==> src/hw/rtl/bfsam_pkg.sv <==
// ---------------------------------------------------------------------------
// bfsam_pkg
// shared types, constants and helpers for the breadth-first search engine
// ---------------------------------------------------------------------------
package bfsam_pkg;

	localparam int MAX_NODES = 16;
	localparam int IDX_W     = $clog2(MAX_NODES);
	localparam int CNT_W     = $clog2(MAX_NODES + 1);
	localparam int KEY_W     = 32;
	localparam int OUT_IDX_W = 6;

	typedef enum logic [1:0] {
		REQ_NODE   = 2'd0,
		REQ_EDGE   = 2'd1,
		REQ_SEARCH = 2'd2,
		REQ_NONE   = 2'd3
	} req_kind_t;

	typedef enum logic [1:0] {
		ST_OK      = 2'd0,
		ST_FULL    = 2'd1,
		ST_DUP     = 2'd2,
		ST_UNKNOWN = 2'd3
	} status_t;

	typedef enum logic [1:0] {
		COLOR_WHITE = 2'd0,
		COLOR_GREY  = 2'd1,
		COLOR_BLACK = 2'd2
	} color_t;

	typedef enum logic [2:0] {
		S_IDLE,
		S_EXEC,
		S_POP,
		S_SCAN,
		S_EMIT
	} state_t;

	typedef struct packed {
		logic [1:0]              req_type;
		logic signed [KEY_W-1:0] key_a;
		logic signed [KEY_W-1:0] key_b;
	} in_item_t;

	typedef struct packed {
		logic [1:0]              status;
		logic [OUT_IDX_W-1:0]    node_index;
		logic signed [KEY_W-1:0] node_key;
		logic [OUT_IDX_W-1:0]    distance;
		logic [OUT_IDX_W-1:0]    predecessor;
		logic                    has_predecessor;
		logic                    reached;
		logic                    last;
	} out_item_t;

	// controller to datapath
	typedef struct packed {
		logic load;
		logic exec;
		logic init;
		logic pop;
		logic scan;
		logic emit;
	} cmd_t;

	// datapath to controller
	typedef struct packed {
		logic [1:0] req_type;
		logic       src_found;
		logic       q_empty;
		logic       scan_done;
		logic       emit_last;
		logic       out_free;
	} stat_t;

	// index of the lowest set bit
	function automatic logic [IDX_W-1:0] lowest_idx(input logic [MAX_NODES-1:0] v);
		logic [IDX_W-1:0] r;
		r = '0;
		for (int i = MAX_NODES - 1; i >= 0; i--) begin
			if (v[i]) begin
				r = IDX_W'(i);
			end
		end
		return r;
	endfunction

endpackage

==> src/hw/rtl/bfsam_datapath.sv <==
// ---------------------------------------------------------------------------
// bfsam_datapath
// key table, adjacency matrix, search state, work queue and result register
// ---------------------------------------------------------------------------
module bfsam_datapath (
	input  logic                clk,
	input  logic                arst_n,
	input  bfsam_pkg::in_item_t in_data,
	input  bfsam_pkg::cmd_t     cmd,
	output bfsam_pkg::stat_t    stat,
	output logic                out_valid,
	input  logic                out_stall,
	output bfsam_pkg::out_item_t out_data
);
	import bfsam_pkg::*;

	in_item_t                    req_q;
	logic signed [KEY_W-1:0]     key_q    [MAX_NODES];
	logic [MAX_NODES-1:0]        row_q    [MAX_NODES];
	logic [CNT_W-1:0]            count_q;
	color_t                      color_q  [MAX_NODES];
	logic [OUT_IDX_W-1:0]        dist_q   [MAX_NODES];
	logic [IDX_W-1:0]            parent_q [MAX_NODES];
	logic [MAX_NODES-1:0]        pvalid_q;
	logic [IDX_W-1:0]            queue_q  [MAX_NODES];
	logic [IDX_W-1:0]            head_q;
	logic [IDX_W-1:0]            tail_q;
	logic [CNT_W-1:0]            qcnt_q;
	logic [IDX_W-1:0]            x_q;
	logic [MAX_NODES-1:0]        pend_q;
	logic [IDX_W-1:0]            emit_q;
	out_item_t                   out_q;
	logic                        out_valid_q;

	logic [MAX_NODES-1:0] hit_a, hit_b, white_vec, cand;
	logic [IDX_W-1:0]     idx_a, idx_b, nxt, pop_x;
	logic                 full, out_free;
	logic [IDX_W-1:0]     cnt_idx;

	assign cnt_idx = count_q[IDX_W-1:0];

	// parallel key compare against the stored nodes
	always_comb begin
		for (int i = 0; i < MAX_NODES; i++) begin
			hit_a[i]     = (CNT_W'(i) < count_q) && (key_q[i] == req_q.key_a);
			hit_b[i]     = (CNT_W'(i) < count_q) && (key_q[i] == req_q.key_b);
			white_vec[i] = (color_q[i] == COLOR_WHITE);
		end
	end

	assign idx_a    = lowest_idx(hit_a);
	assign idx_b    = lowest_idx(hit_b);
	assign full     = (count_q == CNT_W'(MAX_NODES));
	assign cand     = pend_q & white_vec;
	assign nxt      = lowest_idx(cand);
	assign pop_x    = queue_q[head_q];
	assign out_free = !out_valid_q || !out_stall;

	assign stat.req_type  = req_q.req_type;
	assign stat.src_found = |hit_a;
	assign stat.q_empty   = (qcnt_q == '0);
	assign stat.scan_done = (cand == '0);
	assign stat.emit_last = (CNT_W'(emit_q) + CNT_W'(1) == count_q);
	assign stat.out_free  = out_free;

	// control registers
	always_ff @(posedge clk or negedge arst_n) begin
		if (!arst_n) begin
			count_q     <= '0;
			out_valid_q <= 1'b0;
			head_q      <= '0;
			tail_q      <= '0;
			qcnt_q      <= '0;
			emit_q      <= '0;
			for (int i = 0; i < MAX_NODES; i++) begin
				row_q[i] <= '0;
			end
		end else begin
			if (cmd.exec || cmd.emit) begin
				out_valid_q <= 1'b1;
			end else if (!out_stall) begin
				out_valid_q <= 1'b0;
			end
			if (cmd.exec) begin
				if (req_q.req_type == REQ_NODE && !full && !(|hit_a)) begin
					row_q[cnt_idx] <= '0;
					count_q        <= count_q + CNT_W'(1);
				end
				if (req_q.req_type == REQ_EDGE && (|hit_a) && (|hit_b)) begin
					row_q[idx_a][idx_b] <= 1'b1;
				end
			end
			if (cmd.init) begin
				head_q <= '0;
				tail_q <= IDX_W'(1);
				qcnt_q <= CNT_W'(1);
				emit_q <= '0;
			end
			if (cmd.pop) begin
				head_q <= (head_q == IDX_W'(MAX_NODES - 1)) ? '0 : head_q + IDX_W'(1);
				qcnt_q <= qcnt_q - CNT_W'(1);
			end
			if (cmd.scan && cand != '0) begin
				tail_q <= (tail_q == IDX_W'(MAX_NODES - 1)) ? '0 : tail_q + IDX_W'(1);
				qcnt_q <= qcnt_q + CNT_W'(1);
			end
			if (cmd.emit) begin
				emit_q <= emit_q + IDX_W'(1);
			end
		end
	end

	// search state and payload storage
	always_ff @(posedge clk) begin
		if (cmd.load) begin
			req_q <= in_data;
		end
		if (cmd.exec && req_q.req_type == REQ_NODE && !full && !(|hit_a)) begin
			key_q[cnt_idx] <= req_q.key_a;
		end
		if (cmd.exec) begin
			out_q                 <= '0;
			out_q.last            <= 1'b1;
			out_q.node_key        <= req_q.key_a;
			case (req_q.req_type)
				REQ_NODE: begin
					if (full) begin
						out_q.status <= ST_FULL;
					end else if (|hit_a) begin
						out_q.status     <= ST_DUP;
						out_q.node_index <= OUT_IDX_W'(idx_a);
					end else begin
						out_q.status     <= ST_OK;
						out_q.node_index <= OUT_IDX_W'(count_q);
					end
				end
				REQ_EDGE: begin
					out_q.status <= ((|hit_a) && (|hit_b)) ? ST_OK : ST_UNKNOWN;
				end
				default: begin
					out_q.status   <= ST_UNKNOWN;
					out_q.node_key <= '0;
				end
			endcase
		end
		if (cmd.init) begin
			for (int i = 0; i < MAX_NODES; i++) begin
				color_q[i] <= COLOR_WHITE;
			end
			pvalid_q       <= '0;
			color_q[idx_a] <= COLOR_GREY;
			dist_q[idx_a]  <= '0;
			queue_q[0]     <= idx_a;
		end
		if (cmd.pop) begin
			x_q    <= pop_x;
			pend_q <= row_q[pop_x];
		end
		if (cmd.scan) begin
			if (cand != '0) begin
				color_q[nxt]  <= COLOR_GREY;
				queue_q[tail_q] <= nxt;
				parent_q[nxt] <= x_q;
				pvalid_q[nxt] <= 1'b1;
				dist_q[nxt]   <= dist_q[x_q] + OUT_IDX_W'(1);
				pend_q[nxt]   <= 1'b0;
			end else begin
				color_q[x_q] <= COLOR_BLACK;
			end
		end
		if (cmd.emit) begin
			out_q.status          <= ST_OK;
			out_q.node_index      <= OUT_IDX_W'(emit_q);
			out_q.node_key        <= key_q[emit_q];
			out_q.reached         <= (color_q[emit_q] != COLOR_WHITE);
			out_q.distance        <= (color_q[emit_q] != COLOR_WHITE) ? dist_q[emit_q] : '0;
			out_q.has_predecessor <= pvalid_q[emit_q];
			out_q.predecessor     <= pvalid_q[emit_q] ? OUT_IDX_W'(parent_q[emit_q]) : '0;
			out_q.last            <= stat.emit_last;
		end
	end

	assign out_valid = out_valid_q;
	assign out_data  = out_q;

`ifndef SYNTHESIS
	a_qcnt_bound: assert property (@(posedge clk) disable iff (!arst_n)
		qcnt_q <= CNT_W'(MAX_NODES)) else $error("work queue overflow");
	a_count_bound: assert property (@(posedge clk) disable iff (!arst_n)
		count_q <= CNT_W'(MAX_NODES)) else $error("node count overflow");
	a_emit_range: assert property (@(posedge clk) disable iff (!arst_n)
		cmd.emit |-> (CNT_W'(emit_q) < count_q)) else $error("emit past node count");
	a_result_follows: assert property (@(posedge clk) disable iff (!arst_n)
		(cmd.exec || cmd.emit) |=> out_valid_q) else $error("result lost");
`endif
endmodule

==> src/hw/rtl/bfsam_ctrl.sv <==
// ---------------------------------------------------------------------------
// bfsam_ctrl
// sequencer for request execution, search walk and result emission
// ---------------------------------------------------------------------------
module bfsam_ctrl (
	input  logic             clk,
	input  logic             arst_n,
	input  logic             in_valid,
	output logic             in_stall,
	input  bfsam_pkg::stat_t stat,
	output bfsam_pkg::cmd_t  cmd
);
	import bfsam_pkg::*;

	state_t state_q, state_d;

	always_ff @(posedge clk or negedge arst_n) begin
		if (!arst_n) begin
			state_q <= S_IDLE;
		end else begin
			state_q <= state_d;
		end
	end

	always_comb begin
		state_d = state_q;
		case (state_q)
			S_IDLE: begin
				if (in_valid) state_d = S_EXEC;
			end
			S_EXEC: begin
				if (stat.req_type == REQ_NONE) begin
					state_d = S_IDLE;
				end else if (stat.req_type == REQ_SEARCH && stat.src_found) begin
					state_d = S_POP;
				end else if (stat.out_free) begin
					state_d = S_IDLE;
				end
			end
			S_POP: state_d = S_SCAN;
			S_SCAN: begin
				if (stat.scan_done) state_d = stat.q_empty ? S_EMIT : S_POP;
			end
			S_EMIT: begin
				if (stat.out_free && stat.emit_last) state_d = S_IDLE;
			end
			default: state_d = S_IDLE;
		endcase
	end

	always_comb begin
		cmd      = '0;
		in_stall = (state_q != S_IDLE);
		case (state_q)
			S_IDLE: cmd.load = in_valid;
			S_EXEC: begin
				if (stat.req_type == REQ_SEARCH && stat.src_found) begin
					cmd.init = 1'b1;
				end else if (stat.req_type != REQ_NONE) begin
					cmd.exec = stat.out_free;
				end
			end
			S_POP:  cmd.pop  = 1'b1;
			S_SCAN: cmd.scan = 1'b1;
			S_EMIT: cmd.emit = stat.out_free;
			default: cmd = '0;
		endcase
	end
endmodule

==> src/hw/rtl/bfs_adjacency_matrix_engine.sv <==
// ---------------------------------------------------------------------------
// bfs_adjacency_matrix_engine
// keyed directed graph store with breadth-first search over an adjacency matrix
// ---------------------------------------------------------------------------
// add node / add edge: the request is registered, then its result once the output is free
// search: source queued, nodes popped and scanned, then one result per stored node
//   per cycle while the output is free; one newly found node per scan cycle sets the walk
// one item in flight at a time; the next item is taken after the last result registers
// reset: node count, adjacency matrix, queue pointers and state machine cleared;
//   key table and search marks are undefined until written
module bfs_adjacency_matrix_engine (
	input  logic                 clk,
	input  logic                 arst_n,
	input  logic                 in_valid,
	output logic                 in_stall,
	input  bfsam_pkg::in_item_t  in_data,
	output logic                 out_valid,
	input  logic                 out_stall,
	output bfsam_pkg::out_item_t out_data
);
	import bfsam_pkg::*;

	// command and status between sequencer and datapath
	cmd_t  cmd;
	stat_t stat;

	// sequencer: accepts a transaction, walks the search, emits results
	bfsam_ctrl u_ctrl (
		.clk      (clk),
		.arst_n   (arst_n),
		.in_valid (in_valid),
		.in_stall (in_stall),
		.stat     (stat),
		.cmd      (cmd)
	);

	// datapath: graph storage, queue, marks and the result register
	bfsam_datapath u_dp (
		.clk       (clk),
		.arst_n    (arst_n),
		.in_data   (in_data),
		.cmd       (cmd),
		.stat      (stat),
		.out_valid (out_valid),
		.out_stall (out_stall),
		.out_data  (out_data)
	);
endmodule

==> config.mk <==
export PLATFORM = sky130hd
export DESIGN_NAME = bfs_adjacency_matrix_engine
export DESIGN_NICKNAME = d
export VERILOG_FILES = /design/src/hw/rtl/bfsam_pkg.sv /design/src/hw/rtl/bfsam_datapath.sv /design/src/hw/rtl/bfsam_ctrl.sv /design/src/hw/rtl/bfs_adjacency_matrix_engine.sv
export SDC_FILE = /design/constraint.sdc
export NUM_CORES = 2
export LEC_CHECK = 0
export CORE_UTILIZATION = 40
export CTS_CLUSTER_SIZE = 16
export DETAILED_ROUTE_END_ITERATION = 8
export DONT_BUFFER_PORTS = 1
export HOLD_SLACK_MARGIN = 0.03
export PLACE_DENSITY = 0.62
export SYNTH_ARGS = -nofsm -noshare
export SYNTH_HDL_FRONTEND = slang
export SYNTH_SLANG_ARGS = --single-unit
==> constraint.sdc <==
create_clock -name clk -period 5.7 [get_ports clk]
set_input_delay 0.285 -clock clk [delete_from_list [all_inputs] [get_ports clk]]
set_output_delay 0.285 -clock clk [all_outputs]
set_load 0.005 [all_outputs]
==> results by group <==
CTS
  – Post-CTS sizing: 0
  – Postcts setup bufs: 0
  – Clock Tree Buf Depth: 3
  – H-tree Lvls: 4
  – Clock Tree Root: clkbuf_16
  – Hold-fix buffers, CTS: 68
  – Clk sink count: 1208
  – Clock-pin slew on the worst setup and hold paths: 0.06 ns
  – Worst skew pair latency: 0.78 ns
  – CTS Buf Count: 135
  – CTS tree: yes

Timing
  – Final hold vios: 282
  – RSZ-0062 raised after global routing: false
  – WHS: -0.7407 ns
  – Tmin final: 5.630 ns
  – Max Freq: between 150 and 200 MHz
  – Worst clock skew: about 0.027 ns
  – Setup tns final: 0 ns
  – Least-Margin Pin Slew: ~1.3 ns
  – Rel. slew slack: between 10% and 20%
  – Slew Limit Fails: 0
  – Fin crit share: 98.77%
  – Setup violators final: 0

Floorplanning
  – Core Region: about 0.16 mm²
  – I/O pin cnt: 127
  – Die ar.: 0.1595 mm²
  – Die W: 399.4 µm
  – Starting Density: 40.35%
  – Die H: 399.4 µm
  – Cell Rows: 145

Yosys
  – Distinct cells, synth: 88
  – Synthesized area: 0.06317 mm²
  – Mapped Cells: 4958
  – Prevailing post-synth register cell: edfxtp_1
  – EDFF count, synth: 887
  – Ys async rst share: 23.34%
  – Yosys reg bits: 1208
  – Avg Inst Size Synth: 12.74 µm²
  – Syn. warnings: 0
  – Register area share after synthesis: 54.57%

Flow run
  – Maximum Capacitance Violations: 0

Power
  – Leakage: 24.26 nW
  – Peak supply drop: 0.0002700 V
  – Power Dens Cells: 251.8 mW/mm²

Global route
  – GRT Util Overall: a little under a third
  – Initial antenna violation count: 10
  – Maximum number of pins on one net before global-route repair: 283
  – First-pass GRT wire length: between 300 and 400 mm
  – Number of global-route vias before repair: approximately 44000
  – Total grt overflow: 0

Setup path
  – Crit-path max FO: 17
  – Crit path arrival time: approximately 6.3 ns
  – Cells on worst reg2reg path: 13
  – Startpoint Class: flip-flop
  – Crit path kind: reg -> reg
  – Worst setup EP type: flip-flop
  – WP data required: 6.37 ns
  – Worst R2R Setup Slack: 0.07 ns

Detailed routing
  – Antenna viol nets, final: 0
  – DR WL/cell: about 35 µm
  – Initial DRC count: 6679
  – DRT Wirelength: 256.2 mm
  – Vias/cell: between 6 and 7
  – Via count: 45911
  – DRC violations left: 0
  – Drt first pass iters: 5

Layout
  – Layout cells sized above 1: 15.56%
  – Area grow syn2layout: 14.05%
  – Commonest non-fill, non-tap cell in the layout: edfxtp_1
  – Most frequent cells in the layout: 887 x edfxtp_1, 541 x xnor2_1, 495 x xor2_1
  – Final nets: ~5200

Place
  – HPWL Detailed: 187.5 mm
  – Port buffer count: 0
  – Gpl congestion: 1.010

Min path
  – Type of the most critical hold path: in -> async

Status
  – Status: finished with violations
  – Failing checks: negative hold slack
## layout make-up
type,instances,area (µm²)
Fill cell,14065,84520
Sequential cell,1208,34490
Multi-Input combinational cell,3378,26980
Clock buffer,166,3617
Timing Repair Buffer,392,3451
Tap cell,2058,2575
Clock inverter,75,768.2
Inverter,39,148.9
Antenna cell,8,20.02
## sequential cells by signal, indices dropped and copies added, names as in the netlist, 16 cells and up, named ones only
signal	count
u_dp.color_q	32
u_dp.pend_q	16
u_dp.row_q	256
u_dp.key_q	512
u_dp.pvalid_q	16
u_dp.dist_q	96
u_dp.req_q	64
u_dp.queue_q	64
u_dp.parent_q	64
u_dp.out_data	52
## cells in the mapped netlist, drive strengths merged, types with 13 or more instances
cell	number	area [µm²]
edfxtp	887	26640
xnor2	541	4738
xor2	495	4335
nand2	397	1490
dfrtp	282	7057
mux4	227	5112
o21ai	211	1060
nor2	208	790.8
buf	173	1045
clkbuf	162	609.3
nand4	159	1010
mux2i	154	1541
nor4	144	925.9
a21oi	103	515.5
nand3	91	455.4
a22o	84	735.7
nor3	75	385.4
and3	49	306.5
a211oi	42	315.3
dfxtp	39	780.8
inv	38	142.6
o31ai	36	270.3
a311oi	35	306.5
a21o	29	217.7
nand2b	23	143.9
a32o	22	220.2
and2	19	118.9
or2	18	115.1
or3	18	112.6
a22oi	16	120.1
o311ai	16	140.1
nor2b	15	93.84
a221oi	13	113.9
## per-layer routing
layer  up-vias  part of all wire (%)  global-route usage (%)
met5         -                0.0051                       0
li1      18878                     -                       -
met2      2946                    44                   48.03
met1     23593                    40                   44.01
met3       492                    11                   7.310
met4         2                   4.8                   13.19
## stage by stage
stage | total power (W) | setup WS (ns) | cell area (µm²) | std cells | utilization [%]
CTS | 0.01823 | 0.2341 | 72030 | 7316 | 46.00
finish | 0.01815 | 0.06991 | 72050 | 7324 | 46.02
detailed placement | 0.009528 | 0.2846 | 66960 | 7007 | 42.77
global route | 0.01856 | 0.04152 | 72040 | 7319 | 46.01
floorplan | 0.009530 | 1.215 | 63180 | 4960 | -
global placement | 0.009528 | 0.2497 | 66960 | 7007 | 42.77
## critical path: stages (launching register included)
cell,delay (ns)
edfxtp_1,1.11
buf_4,0.40
xor2_1,0.12
nor4_1,0.67
nand4_1,0.25
nor3_1,0.64
buf_4,0.26
nor4b_1,0.07
and4b_1,0.30
or2_4,0.29
or3b_1,0.51
nor3_2,0.20
o21ai_1,0.33
o31ai_1,0.32
## kinds of logic after synthesis
family | share of synthesized area, %
other cells | 0.005936
fa+ha+maj | 0.2179
flops | 54.57
mux | 10.68
simple gates | 10.20
xor+xnor | 14.36
buf+inv | 2.850
compound gates | 7.119
## worst paths after layout
check	from	to
worst min register to register	u_dp.pvalid_q[3]	u_dp.pvalid_q[3]
max in group asynchronous	arst_n	u_dp.emit_q[2]
worst min-delay path	arst_n	u_dp.row_q[224]
min in group clk	in_data[57]	u_dp.req_q[57]
worst max register to register	u_dp.req_q[63]	u_dp.row_q[216]
worst max-delay path	u_dp.req_q[63]	u_dp.row_q[216]
## where the power goes
part	total [W]	internal, W	switching, W
clock	0.00876	0.00500	0.00376
sequential	0.00935	0.00935	0
combinational	0.0000432	0.0000311	0.0000120
total	0.0181	0.0144	0.00377
Note: power is estimated with default switching activity, not from simulation.
